`src/rtl/rmsq_pkg.sv`:
```
// shared constants, types and command codes of the rms mapping quality accumulator
package rmsq_pkg;

  localparam int COUNT_WIDTH = 24;
  localparam int SUM_W       = 40;
  localparam int FLAG_W      = 16;
  localparam int QUAL_W      = 8;
  localparam int OUT_CNT_W   = 24;
  localparam int SQ_W        = 2 * QUAL_W;
  localparam int SQRT_STEPS  = QUAL_W;
  localparam int SUB_W       = (COUNT_WIDTH + 1 > 2 * QUAL_W - 5) ?
                               COUNT_WIDTH + 1 : 2 * QUAL_W - 5;
  localparam int STEP_W      = $clog2(SUM_W);
  localparam int CMP_W       = (COUNT_WIDTH > OUT_CNT_W) ? COUNT_WIDTH : OUT_CNT_W;

  localparam logic CMD_ACCUM  = 1'b0;
  localparam logic CMD_FINISH = 1'b1;

  localparam logic [FLAG_W-1:0] FLAG_SECONDARY = 16'h0100;
  localparam logic [FLAG_W-1:0] FLAG_QCFAIL    = 16'h0200;
  localparam logic [FLAG_W-1:0] FLAG_DUPLICATE = 16'h0400;
  localparam logic [FLAG_W-1:0] FLAG_SKIP_MASK = FLAG_SECONDARY | FLAG_QCFAIL | FLAG_DUPLICATE;

  typedef struct packed {
    logic                   start;
    logic [SUM_W-1:0]       sum;
    logic [COUNT_WIDTH-1:0] count;
  } rmsq_job_t;

  typedef struct packed {
    logic              done;
    logic [QUAL_W-1:0] root;
  } rmsq_res_t;

  function automatic logic [OUT_CNT_W-1:0] sat_out_count(input logic [COUNT_WIDTH-1:0] v);
    logic [CMP_W-1:0] ext;
    ext = CMP_W'(v);
    if (ext > CMP_W'({OUT_CNT_W{1'b1}})) begin
      return {OUT_CNT_W{1'b1}};
    end
    return ext[OUT_CNT_W-1:0];
  endfunction

endpackage

```
`src/rtl/rmsq_chan_if.sv`:
```
// request channels of the accumulator: read/finish input and report output
interface rmsq_in_if;
  import rmsq_pkg::*;
  logic              valid;
  logic              ready;
  logic              command;
  logic [FLAG_W-1:0] read_flags;
  logic [QUAL_W-1:0] map_quality;
  modport source (output valid, command, read_flags, map_quality, input ready);
  modport sink   (input valid, command, read_flags, map_quality, output ready);
endinterface

interface rmsq_out_if;
  import rmsq_pkg::*;
  logic                 valid;
  logic                 ready;
  logic [QUAL_W-1:0]    rms_quality;
  logic [OUT_CNT_W-1:0] zero_quality_count;
  logic                 region_empty;
  modport source (output valid, rms_quality, zero_quality_count, region_empty, input ready);
  modport sink   (input valid, rms_quality, zero_quality_count, region_empty, output ready);
endinterface

```
`src/rtl/rms_mapping_quality_accumulator_unit.sv`:
```
// top level of the rms mapping quality accumulator
// accumulate requests: one per cycle, ready stays high, no result request
// finish request: 40 restoring divide steps, then 8 square root steps on the shared subtractor;
//   the square root is skipped and the root saturates when the mean reaches 2^16, then report valid
// empty finish: skips the engine; input ready again once the report is loaded into the output register
// synchronous active-low reset clears accumulators, sequencer and output valid
module rms_mapping_quality_accumulator_unit (
  input logic clk,
  input logic rst_n,
  rmsq_in_if.sink    in_chan,
  rmsq_out_if.source out_chan
);
  import rmsq_pkg::*;

  localparam logic [1:0] T_IDLE = 2'd0;
  localparam logic [1:0] T_RUN  = 2'd1;
  localparam logic [1:0] T_HOLD = 2'd2;

  logic [1:0]             state_r, state_nxt;
  logic [SUM_W-1:0]       sum_r, sum_nxt;
  logic [COUNT_WIDTH-1:0] read_count_r, read_count_nxt;
  logic [COUNT_WIDTH-1:0] zero_count_r, zero_count_nxt;

  // finished report waiting for the output register
  logic [QUAL_W-1:0]    res_root_r, res_root_nxt;
  logic [OUT_CNT_W-1:0] res_zero_r, res_zero_nxt;
  logic                 res_empty_r, res_empty_nxt;

  // output register
  logic                 out_valid_r, out_valid_nxt;
  logic [QUAL_W-1:0]    out_root_r, out_root_nxt;
  logic [OUT_CNT_W-1:0] out_zero_r, out_zero_nxt;
  logic                 out_empty_r, out_empty_nxt;

  logic            in_fire;
  logic            read_counted;
  logic [SQ_W-1:0] qual_sq;
  logic [SUM_W:0]  sum_wide;
  logic            out_free;

  rmsq_job_t job;
  rmsq_res_t res;

  assign in_chan.ready = (state_r == T_IDLE);
  assign in_fire       = in_chan.valid && in_chan.ready;
  // reads that are secondary, qc-fail or duplicate are dropped
  assign read_counted  = in_fire && (in_chan.command == CMD_ACCUM) &&
                         ((in_chan.read_flags & FLAG_SKIP_MASK) == '0);
  assign qual_sq       = SQ_W'(in_chan.map_quality) * SQ_W'(in_chan.map_quality);
  assign sum_wide      = {1'b0, sum_r} + (SUM_W + 1)'(qual_sq);
  assign out_free      = !out_valid_r || out_chan.ready;

  // start the divide/root engine on a finish with at least one counted read
  assign job.start = in_fire && (in_chan.command == CMD_FINISH) && (read_count_r != '0);
  assign job.sum   = sum_r;
  assign job.count = read_count_r;

  rmsq_root_unit u_root (
    .clk   (clk),
    .rst_n (rst_n),
    .job   (job),
    .res   (res)
  );

  always_comb begin
    state_nxt      = state_r;
    sum_nxt        = sum_r;
    read_count_nxt = read_count_r;
    zero_count_nxt = zero_count_r;
    res_root_nxt   = res_root_r;
    res_zero_nxt   = res_zero_r;
    res_empty_nxt  = res_empty_r;
    out_valid_nxt  = out_valid_r;
    out_root_nxt   = out_root_r;
    out_zero_nxt   = out_zero_r;
    out_empty_nxt  = out_empty_r;

    if (out_valid_r && out_chan.ready) begin
      out_valid_nxt = 1'b0;
    end

    // saturating accumulators
    if (read_counted) begin
      sum_nxt = sum_wide[SUM_W] ? {SUM_W{1'b1}} : sum_wide[SUM_W-1:0];
      if (read_count_r != {COUNT_WIDTH{1'b1}}) begin
        read_count_nxt = read_count_r + 1'b1;
      end
      if ((in_chan.map_quality == '0) && (zero_count_r != {COUNT_WIDTH{1'b1}})) begin
        zero_count_nxt = zero_count_r + 1'b1;
      end
    end

    unique case (state_r)
      T_IDLE: begin
        if (in_fire && (in_chan.command == CMD_FINISH)) begin
          sum_nxt        = '0;
          read_count_nxt = '0;
          zero_count_nxt = '0;
          if (read_count_r == '0) begin
            // empty region: report directly
            res_root_nxt  = '0;
            res_zero_nxt  = '0;
            res_empty_nxt = 1'b1;
            state_nxt     = T_HOLD;
          end else begin
            res_zero_nxt  = sat_out_count(zero_count_r);
            res_empty_nxt = 1'b0;
            state_nxt     = T_RUN;
          end
        end
      end
      T_RUN: begin
        if (res.done) begin
          res_root_nxt = res.root;
          state_nxt    = T_HOLD;
        end
      end
      T_HOLD: begin
        if (out_free) begin
          out_valid_nxt = 1'b1;
          out_root_nxt  = res_root_r;
          out_zero_nxt  = res_zero_r;
          out_empty_nxt = res_empty_r;
          state_nxt     = T_IDLE;
        end
      end
      default: state_nxt = T_IDLE;
    endcase
  end

  always_ff @(posedge clk) begin
    if (!rst_n) begin
      state_r      <= T_IDLE;
      sum_r        <= '0;
      read_count_r <= '0;
      zero_count_r <= '0;
      out_valid_r  <= 1'b0;
    end else begin
      state_r      <= state_nxt;
      sum_r        <= sum_nxt;
      read_count_r <= read_count_nxt;
      zero_count_r <= zero_count_nxt;
      out_valid_r  <= out_valid_nxt;
    end
    res_root_r  <= res_root_nxt;
    res_zero_r  <= res_zero_nxt;
    res_empty_r <= res_empty_nxt;
    out_root_r  <= out_root_nxt;
    out_zero_r  <= out_zero_nxt;
    out_empty_r <= out_empty_nxt;
  end

  assign out_chan.valid              = out_valid_r;
  assign out_chan.rms_quality        = out_root_r;
  assign out_chan.zero_quality_count = out_zero_r;
  assign out_chan.region_empty       = out_empty_r;

  // zero-quality reads are a subset of counted reads
  a_zero_le_count: assert property (@(posedge clk) disable iff (!rst_n)
    zero_count_r <= read_count_r)
    else $error("zero-quality count exceeds read count");

  // the engine only finishes while a finish request is in flight
  a_done_in_run: assert property (@(posedge clk) disable iff (!rst_n)
    res.done |-> (state_r == T_RUN))
    else $error("root engine finished outside a finish request");

  // a finish clears every accumulator
  a_finish_clears: assert property (@(posedge clk) disable iff (!rst_n)
    (in_fire && (in_chan.command == CMD_FINISH)) |=>
      (sum_r == '0) && (read_count_r == '0) && (zero_count_r == '0))
    else $error("accumulators not cleared by finish");

  // a counted read below saturation bumps the read count by one
  a_count_step: assert property (@(posedge clk) disable iff (!rst_n)
    (read_counted && (read_count_r != {COUNT_WIDTH{1'b1}})) |=>
      (read_count_r == $past(read_count_r) + 1'b1))
    else $error("read count did not advance");

  // an empty finish goes straight to the report with the empty flag set
  a_empty_report: assert property (@(posedge clk) disable iff (!rst_n)
    (in_fire && (in_chan.command == CMD_FINISH) && (read_count_r == '0)) |=>
      ((state_r == T_HOLD) && res_empty_r && (res_root_r == '0)))
    else $error("empty region not reported as empty");

endmodule

```
`src/rtl/rmsq_root_unit.sv`:
```
// divide-then-square-root sequencer around one shared compare/subtract unit
module rmsq_root_unit (
  input  logic                clk,
  input  logic                rst_n,
  input  rmsq_pkg::rmsq_job_t job,
  output rmsq_pkg::rmsq_res_t res
);
  import rmsq_pkg::*;

  localparam logic [1:0] S_IDLE = 2'd0;
  localparam logic [1:0] S_DIV  = 2'd1;
  localparam logic [1:0] S_SQRT = 2'd2;
  localparam logic [1:0] S_DONE = 2'd3;

  logic [1:0]             state_r, state_nxt;
  logic [STEP_W-1:0]      cnt_r, cnt_nxt;
  logic [SUM_W-1:0]       dvd_r, dvd_nxt;
  logic [COUNT_WIDTH-1:0] dvs_r, dvs_nxt;
  logic [SUB_W-2:0]       rem_r, rem_nxt;
  logic [SQ_W-1:0]        sv_r, sv_nxt;
  logic [QUAL_W-1:0]      rt_r, rt_nxt;

  logic [SUB_W-1:0] op_a, op_b;
  logic [SUB_W:0]   diff_full;
  logic             ge;
  logic [SUB_W-2:0] rem_step;
  logic [SUM_W-1:0] quot;

  // shared compare/subtract unit
  always_comb begin
    if (state_r == S_SQRT) begin
      op_a = SUB_W'({rem_r[SUB_W-4:0], sv_r[SQ_W-1 -: 2]});
      op_b = SUB_W'({rt_r, 2'b01});
    end else begin
      op_a = {rem_r, dvd_r[SUM_W-1]};
      op_b = SUB_W'(dvs_r);
    end
    diff_full = {1'b0, op_a} - {1'b0, op_b};
    ge        = ~diff_full[SUB_W];
    rem_step  = ge ? diff_full[SUB_W-2:0] : op_a[SUB_W-2:0];
    quot      = {dvd_r[SUM_W-2:0], ge};
  end

  always_comb begin
    state_nxt = state_r;
    cnt_nxt   = cnt_r;
    dvd_nxt   = dvd_r;
    dvs_nxt   = dvs_r;
    rem_nxt   = rem_r;
    sv_nxt    = sv_r;
    rt_nxt    = rt_r;
    unique case (state_r)
      S_IDLE: begin
        if (job.start) begin
          dvd_nxt   = job.sum;
          dvs_nxt   = job.count;
          rem_nxt   = '0;
          cnt_nxt   = STEP_W'(SUM_W - 1);
          state_nxt = S_DIV;
        end
      end
      S_DIV: begin
        dvd_nxt = quot;
        rem_nxt = rem_step;
        cnt_nxt = cnt_r - 1'b1;
        if (cnt_r == '0) begin
          // mean of 2^16 or more has a root above the 8-bit range
          if (quot[SUM_W-1:SQ_W] != '0) begin
            rt_nxt    = '1;
            state_nxt = S_DONE;
          end else begin
            sv_nxt    = quot[SQ_W-1:0];
            rt_nxt    = '0;
            rem_nxt   = '0;
            cnt_nxt   = STEP_W'(SQRT_STEPS - 1);
            state_nxt = S_SQRT;
          end
        end
      end
      S_SQRT: begin
        rem_nxt = rem_step;
        rt_nxt  = {rt_r[QUAL_W-2:0], ge};
        sv_nxt  = {sv_r[SQ_W-3:0], 2'b00};
        cnt_nxt = cnt_r - 1'b1;
        if (cnt_r == '0) begin
          state_nxt = S_DONE;
        end
      end
      S_DONE: begin
        state_nxt = S_IDLE;
      end
      default: state_nxt = S_IDLE;
    endcase
  end

  always_ff @(posedge clk) begin
    if (!rst_n) begin
      state_r <= S_IDLE;
      cnt_r   <= '0;
    end else begin
      state_r <= state_nxt;
      cnt_r   <= cnt_nxt;
    end
    dvd_r <= dvd_nxt;
    dvs_r <= dvs_nxt;
    rem_r <= rem_nxt;
    sv_r  <= sv_nxt;
    rt_r  <= rt_nxt;
  end

  assign res.done = (state_r == S_DONE);
  assign res.root = rt_r;

endmodule
```
`src/flat_wrapper.sv`:
```
// flat-port wrapper written by rule: the top's interface ports become plain ports
module rms_mapping_quality_accumulator_unit_flat import rmsq_pkg::*;
  (clk, rst_n, in_chan_valid, in_chan_command, in_chan_read_flags, in_chan_map_quality, in_chan_ready, out_chan_valid, out_chan_rms_quality, out_chan_zero_quality_count, out_chan_region_empty, out_chan_ready);
  rmsq_in_if in_chan_i ();
  rmsq_out_if out_chan_i ();
  input logic clk;
  input logic rst_n;
  input wire logic [$bits(in_chan_i.valid)-1:0] in_chan_valid;
  input wire logic [$bits(in_chan_i.command)-1:0] in_chan_command;
  input wire logic [$bits(in_chan_i.read_flags)-1:0] in_chan_read_flags;
  input wire logic [$bits(in_chan_i.map_quality)-1:0] in_chan_map_quality;
  output wire logic [$bits(in_chan_i.ready)-1:0] in_chan_ready;
  output wire logic [$bits(out_chan_i.valid)-1:0] out_chan_valid;
  output wire logic [$bits(out_chan_i.rms_quality)-1:0] out_chan_rms_quality;
  output wire logic [$bits(out_chan_i.zero_quality_count)-1:0] out_chan_zero_quality_count;
  output wire logic [$bits(out_chan_i.region_empty)-1:0] out_chan_region_empty;
  input wire logic [$bits(out_chan_i.ready)-1:0] out_chan_ready;
  assign in_chan_i.valid = in_chan_valid;
  assign in_chan_i.command = in_chan_command;
  assign in_chan_i.read_flags = in_chan_read_flags;
  assign in_chan_i.map_quality = in_chan_map_quality;
  assign in_chan_ready = in_chan_i.ready;
  assign out_chan_valid = out_chan_i.valid;
  assign out_chan_rms_quality = out_chan_i.rms_quality;
  assign out_chan_zero_quality_count = out_chan_i.zero_quality_count;
  assign out_chan_region_empty = out_chan_i.region_empty;
  assign out_chan_i.ready = out_chan_ready;
  rms_mapping_quality_accumulator_unit u_core (.clk(clk), .rst_n(rst_n), .in_chan(in_chan_i), .out_chan(out_chan_i));
endmodule
```
`config.mk`:
```
export PLATFORM = sky130hd
export DESIGN_NAME = rms_mapping_quality_accumulator_unit_flat
export DESIGN_NICKNAME = d
export VERILOG_FILES = /design/src/rtl/rmsq_pkg.sv /design/src/rtl/rmsq_chan_if.sv /design/src/rtl/rms_mapping_quality_accumulator_unit.sv /design/src/rtl/rmsq_root_unit.sv /design/src/flat_wrapper.sv
export SDC_FILE = /design/constraint.sdc
export NUM_CORES = 1
export LEC_CHECK = 0
export ABC_AREA = 0
export BUFFER_PORTS_ARGS = -buffer_cell sky130_fd_sc_hd__buf_2
export CAP_MARGIN = 15
export CORE_ASPECT_RATIO = 0.6
export CORE_MARGIN = 5
export CORE_UTILIZATION = 40
export CTS_CLUSTER_SIZE = 10
export DETAILED_ROUTE_END_ITERATION = 16
export PLACE_DENSITY = 0.56
export SLEW_MARGIN = 10
export SYNTH_ARGS = -nofsm -noshare
export SYNTH_HDL_FRONTEND = slang
export SYNTH_SLANG_ARGS = --single-unit
export TNS_END_PERCENT = 30
```
`constraint.sdc`:
```
create_clock -name clk -period 4.55 [get_ports clk]
set_clock_uncertainty 0.05 [all_clocks]
set_input_delay 0 -clock clk [delete_from_list [all_inputs] [get_ports clk]]
set_output_delay 0 -clock clk [all_outputs]
set_load 0.005 [all_outputs]
```
==> impl_metrics.json <==
{
  "run_status": "finished clean",
  "main_combinational_cell_family_by_area_after_synthesis": "simple AND/OR/NAND/NOR gates",
  "total_length_of_routed_wires_mm": 35.8,
  "drc": 0,
  "num_antenna_cells": 0,
  "worst_ep_required_time_ns": 4.96,
  "timing.max_slew.rel_slack": 0.333,
  "yosysWarnings": 0,
  "syn-cell-area_sq_mm": 0.0155,
  "detailedRoute.firstIterationViolations": 810,
  "tritoncts": "yes",
  "core_region_area_sq_mm": 0.0380,
  "flow.area_growth_from_synthesis_pct": 16.2,
  "netlist-cell-type-count": 82,
  "place.port_buffers": 50,
  "detail_route.first_pass.iterations": 5,
  "post_synth_xor_area_fraction": 0.0412,
  "power.leakage_uw": 0.00670,
  "drv_slew": 0,
  "skew_pair_late_insertion_delay_ns": 0.57,
  "synth.ff_latch_count": 277,
  "fillers": 3519,
  "rsz_0062_raised_after_global_routing": "yes",
  "layout-drive-gt1-share": 0.186,
  "synth-simple-area-share": 0.157,
  "worst_setup_path_end_kind": "flip-flop",
  "critical_path_arrival_ns": 4.85,
  "detail-route-antenna-nets": 0,
  "cts.reportedPaths.clkPinSlew_ns": 0.06,
  "fin_nets": 1711,
  "max_cap_viol_count": 0,
  "syn-mean-instance-area_sq_um": 10.6,
  "detail_route.vias_per_cell": 5.25,
  "max_fclk_mhz": 225,
  "worst_setup_path_start_kind": "flip-flop",
  "synth_seq_area_share": 0.472,
  "synthesis.nets": 1603,
  "synth_flop_cell": "edfxtp_1",
  "gr-total-overflow": 0,
  "setup-violations-final": 0,
  "routabilityCongestion": 0.900,
  "cts_buffers": 31,
  "wire_length_of_the_first_global_routing_pass_mm": 56.9,
  "dp_hpwl_mm": 26.4,
  "timing_hold_violations_final": 0,
  "io_pins": 64,
  "first_global_vias": 10300,
  "initial_core_utilization": 0.409,
  "cts_buffer_depth": 3,
  "grt_start_max_net_pins": 52,
  "area_share_of_fa_ha_maj_cells_after_synthesis": 0.109,
  "synth-compound-area-share": 0.112,
  "cp_max_fo": 7,
  "via_count": 11100,
  "die-height_um": 163,
  "timing.final.crit_period_ns": 4.44,
  "worstMarginPinSlew_ns": 0.999,
  "hold_path.class": "in -> reg",
  "powerDensity_mw_per_mm2": 400,
  "row_count": 55,
  "synth.mux.area_fraction": 0.0680,
  "htree_levels": 1,
  "finalCoreUtilization": 0.475,
  "netlist_instances": 1462,
  "die_w_um": 264,
  "clk_sinks": 277,
  "route.detailed.wl_per_inst_um": 17.0,
  "globalRouteTotalUtil": 0.161,
  "die_area_sq_mm": 0.0430,
  "cts_root_buf": "clkbuf_16",
  "grt_antenna_before_repair": 0,
  "share_of_synthesized_flip_flops_with_an_asynchronous_set_or_reset": 0,
  "maximum_vdd_ir_drop_mv": 0.384,
  "timing_worst_setup_path_type": "reg -> reg",
  "synth_edf_count": 178,
  "final.hold.worst_slack_ns": 0.0262,
  "min_period_over_period": 0.975
}
==> where the power goes <==
part | total [uW] | internal, uW | switching (uW)
sequential | 2880 | 2820 | 57.6
clock | 2280 | 1300 | 986
combinational | 2050 | 932 | 1110
==> cell usage in the layout (no fill, tap or decap), types with 10 or more instances in the layout <==
| master | count |
|---|---|
| nor3_1 | 26 |
| or3_1 | 14 |
| xnor2_1 | 37 |
| and3_1 | 21 |
| edfxtp_1 | 178 |
| clkbuf_16 | 31 |
| fa_1 | 35 |
| dfxtp_1 | 93 |
| nor2b_1 | 30 |
| nand2_1 | 112 |
| and4_1 | 10 |
| a31oi_1 | 11 |
| inv_1 | 97 |
| xor2_1 | 36 |
| buf_4 | 69 |
| and2_1 | 40 |
| buf_2 | 50 |
| inv_2 | 10 |
| nand4_1 | 24 |
| mux2_2 | 67 |
| a211oi_1 | 10 |
| nor4_1 | 17 |
| mux2i_1 | 29 |
| ha_1 | 65 |
| a21o_1 | 14 |
| o21ai_0 | 64 |
| nand3_1 | 28 |
| a21oi_1 | 90 |
| nor2_1 | 107 |
| clkbuf_1 | 25 |
==> stage by stage <==
stage	std cells	setup TNS [ns]	instance area, sq um	total power, uW	worst slack (ns)
after floorplan	1462	0	15500	4210	0.00378
after global placement	2044	-5.85	16800	4760	-0.198
after detailed placement	2044	-8.20	16800	4780	-0.264
after CTS	2105	0	17800	7130	0.000306
after global routing	2108	-0.0194	18000	7640	-0.0103
final	2108	0	18000	7210	0.113
==> repair_timing <==
action / in CTS / in global routing
endpoints found under the setup margin: 36 / 40
buffers inserted: 1 / 2
hold buffers: 2 / 0
pin swaps: 8 / 31
endpoints found under the hold margin: 11 / 0
resized for setup: 16 / 35
==> synthesized netlist by cell type, types with 12 or more instances <==
cell      number  share of area
or3_1         15         0.0060
xor2_1        36          0.020
nand3_1       28         0.0090
nor3_1        28         0.0090
o21ai_0       64          0.021
ha_1          74          0.060
mux2_2        67          0.049
and2_1        40          0.016
inv_1        106          0.026
nand2_1      113          0.027
nor2b_1       32          0.013
a31oi_1       12         0.0048
a21oi_1       91          0.029
nor2_1       108          0.026
xnor2_1       37          0.021
nor4_1        17         0.0069
a21o_1        14         0.0068
nand4_1       24         0.0097
clkbuf_1      41         0.0099
and3_1        21         0.0085
edfxtp_1     178           0.34
dfxtp_1       99           0.13
mux2i_1       29          0.019
fa_1          38          0.049
==> cell type report <==
cell class	instances	area (sq um)	share of cell area
clock buffer	57	883	0.0490
clock inverter	1	20.0	0.00111
inverter	108	405	0.0225
multi-input combinational	1023	7820	0.434
sequential	277	7340	0.407
tap	513	642	0.0356
timing repair buffer	129	921	0.0511
==> layer usage <==
layer,track usage,share of wire,vias up
met5,0,0,-
met4,0.0310,0.016,0
met3,0.0272,0.047,40
met2,0.211,0.38,218
met1,0.273,0.56,5325
li1,-,-,5486
==> cells by family after synthesis <==
group | count (synthesis)
AO/OA/AOI/OAI | 271
XOR/XNOR | 73
adder cells (fa/ha/maj) | 112
buffers and inverters | 162
flip-flops | 277
multiplexers | 97
AND/OR/NAND/NOR | 470
==> worst max-delay path, cell delays in order, from the launching register on <==
cell and delay [ns]:
dfxtp_4 0.35, fa_1 0.48, fa_1 0.52, inv_2 0.04, fa_1 0.48, fa_1 0.52, inv_2 0.05, ha_4 0.26
buf_6 0.10, o2111ai_4 0.12, a21oi_2 0.14, buf_4 0.14, o221ai_4 0.20, buf_6 0.20, a2111oi_4 0.31, a21oi_1 0.11
o31a_1 0.25
==> final timing paths <==
| kind | from | slack [ns] | endpoint | cells past startpoint |
|---|---|---|---|---|
| max | u_core.sum_r[6] | 0.11 | u_core.sum_r[33] | 16 |
| min | in_chan_read_flags[10] | 0.03 | u_core.zero_count_r[0] | 6 |
| min reg2reg | u_core.res_zero_r[10] | 0.37 | u_core.out_chan.zero_quality_count[10] | 0 |
| max reg2reg | u_core.sum_r[6] | 0.11 | u_core.sum_r[33] | 16 |
==> flip-flops by register name, indices dropped and copies added (netlist names) <==
| name | cells |
|---|---|
| u_core.u_root.dvs_r | 24 |
| u_core.out_chan.zero_quality_count | 24 |
| u_core.u_root.rt_r | 8 |
| u_core.u_root.sv_r | 16 |
| u_core.u_root.cnt_r | 6 |
| u_core.state_r | 2 |
| u_core.res_empty_r | 1 |
| u_core.res_zero_r | 24 |
| u_core.out_chan.valid | 1 |
| u_core.res_root_r | 8 |
| u_core.u_root.rem_r | 24 |
| u_core.u_root.state_r | 2 |
| u_core.sum_r | 40 |
| u_core.read_count_r | 24 |
| u_core.zero_count_r | 24 |
| u_core.out_chan.region_empty | 1 |
| u_core.out_chan.rms_quality | 8 |
| u_core.u_root.dvd_r | 40 |
(Power assumes the default switching activity.)
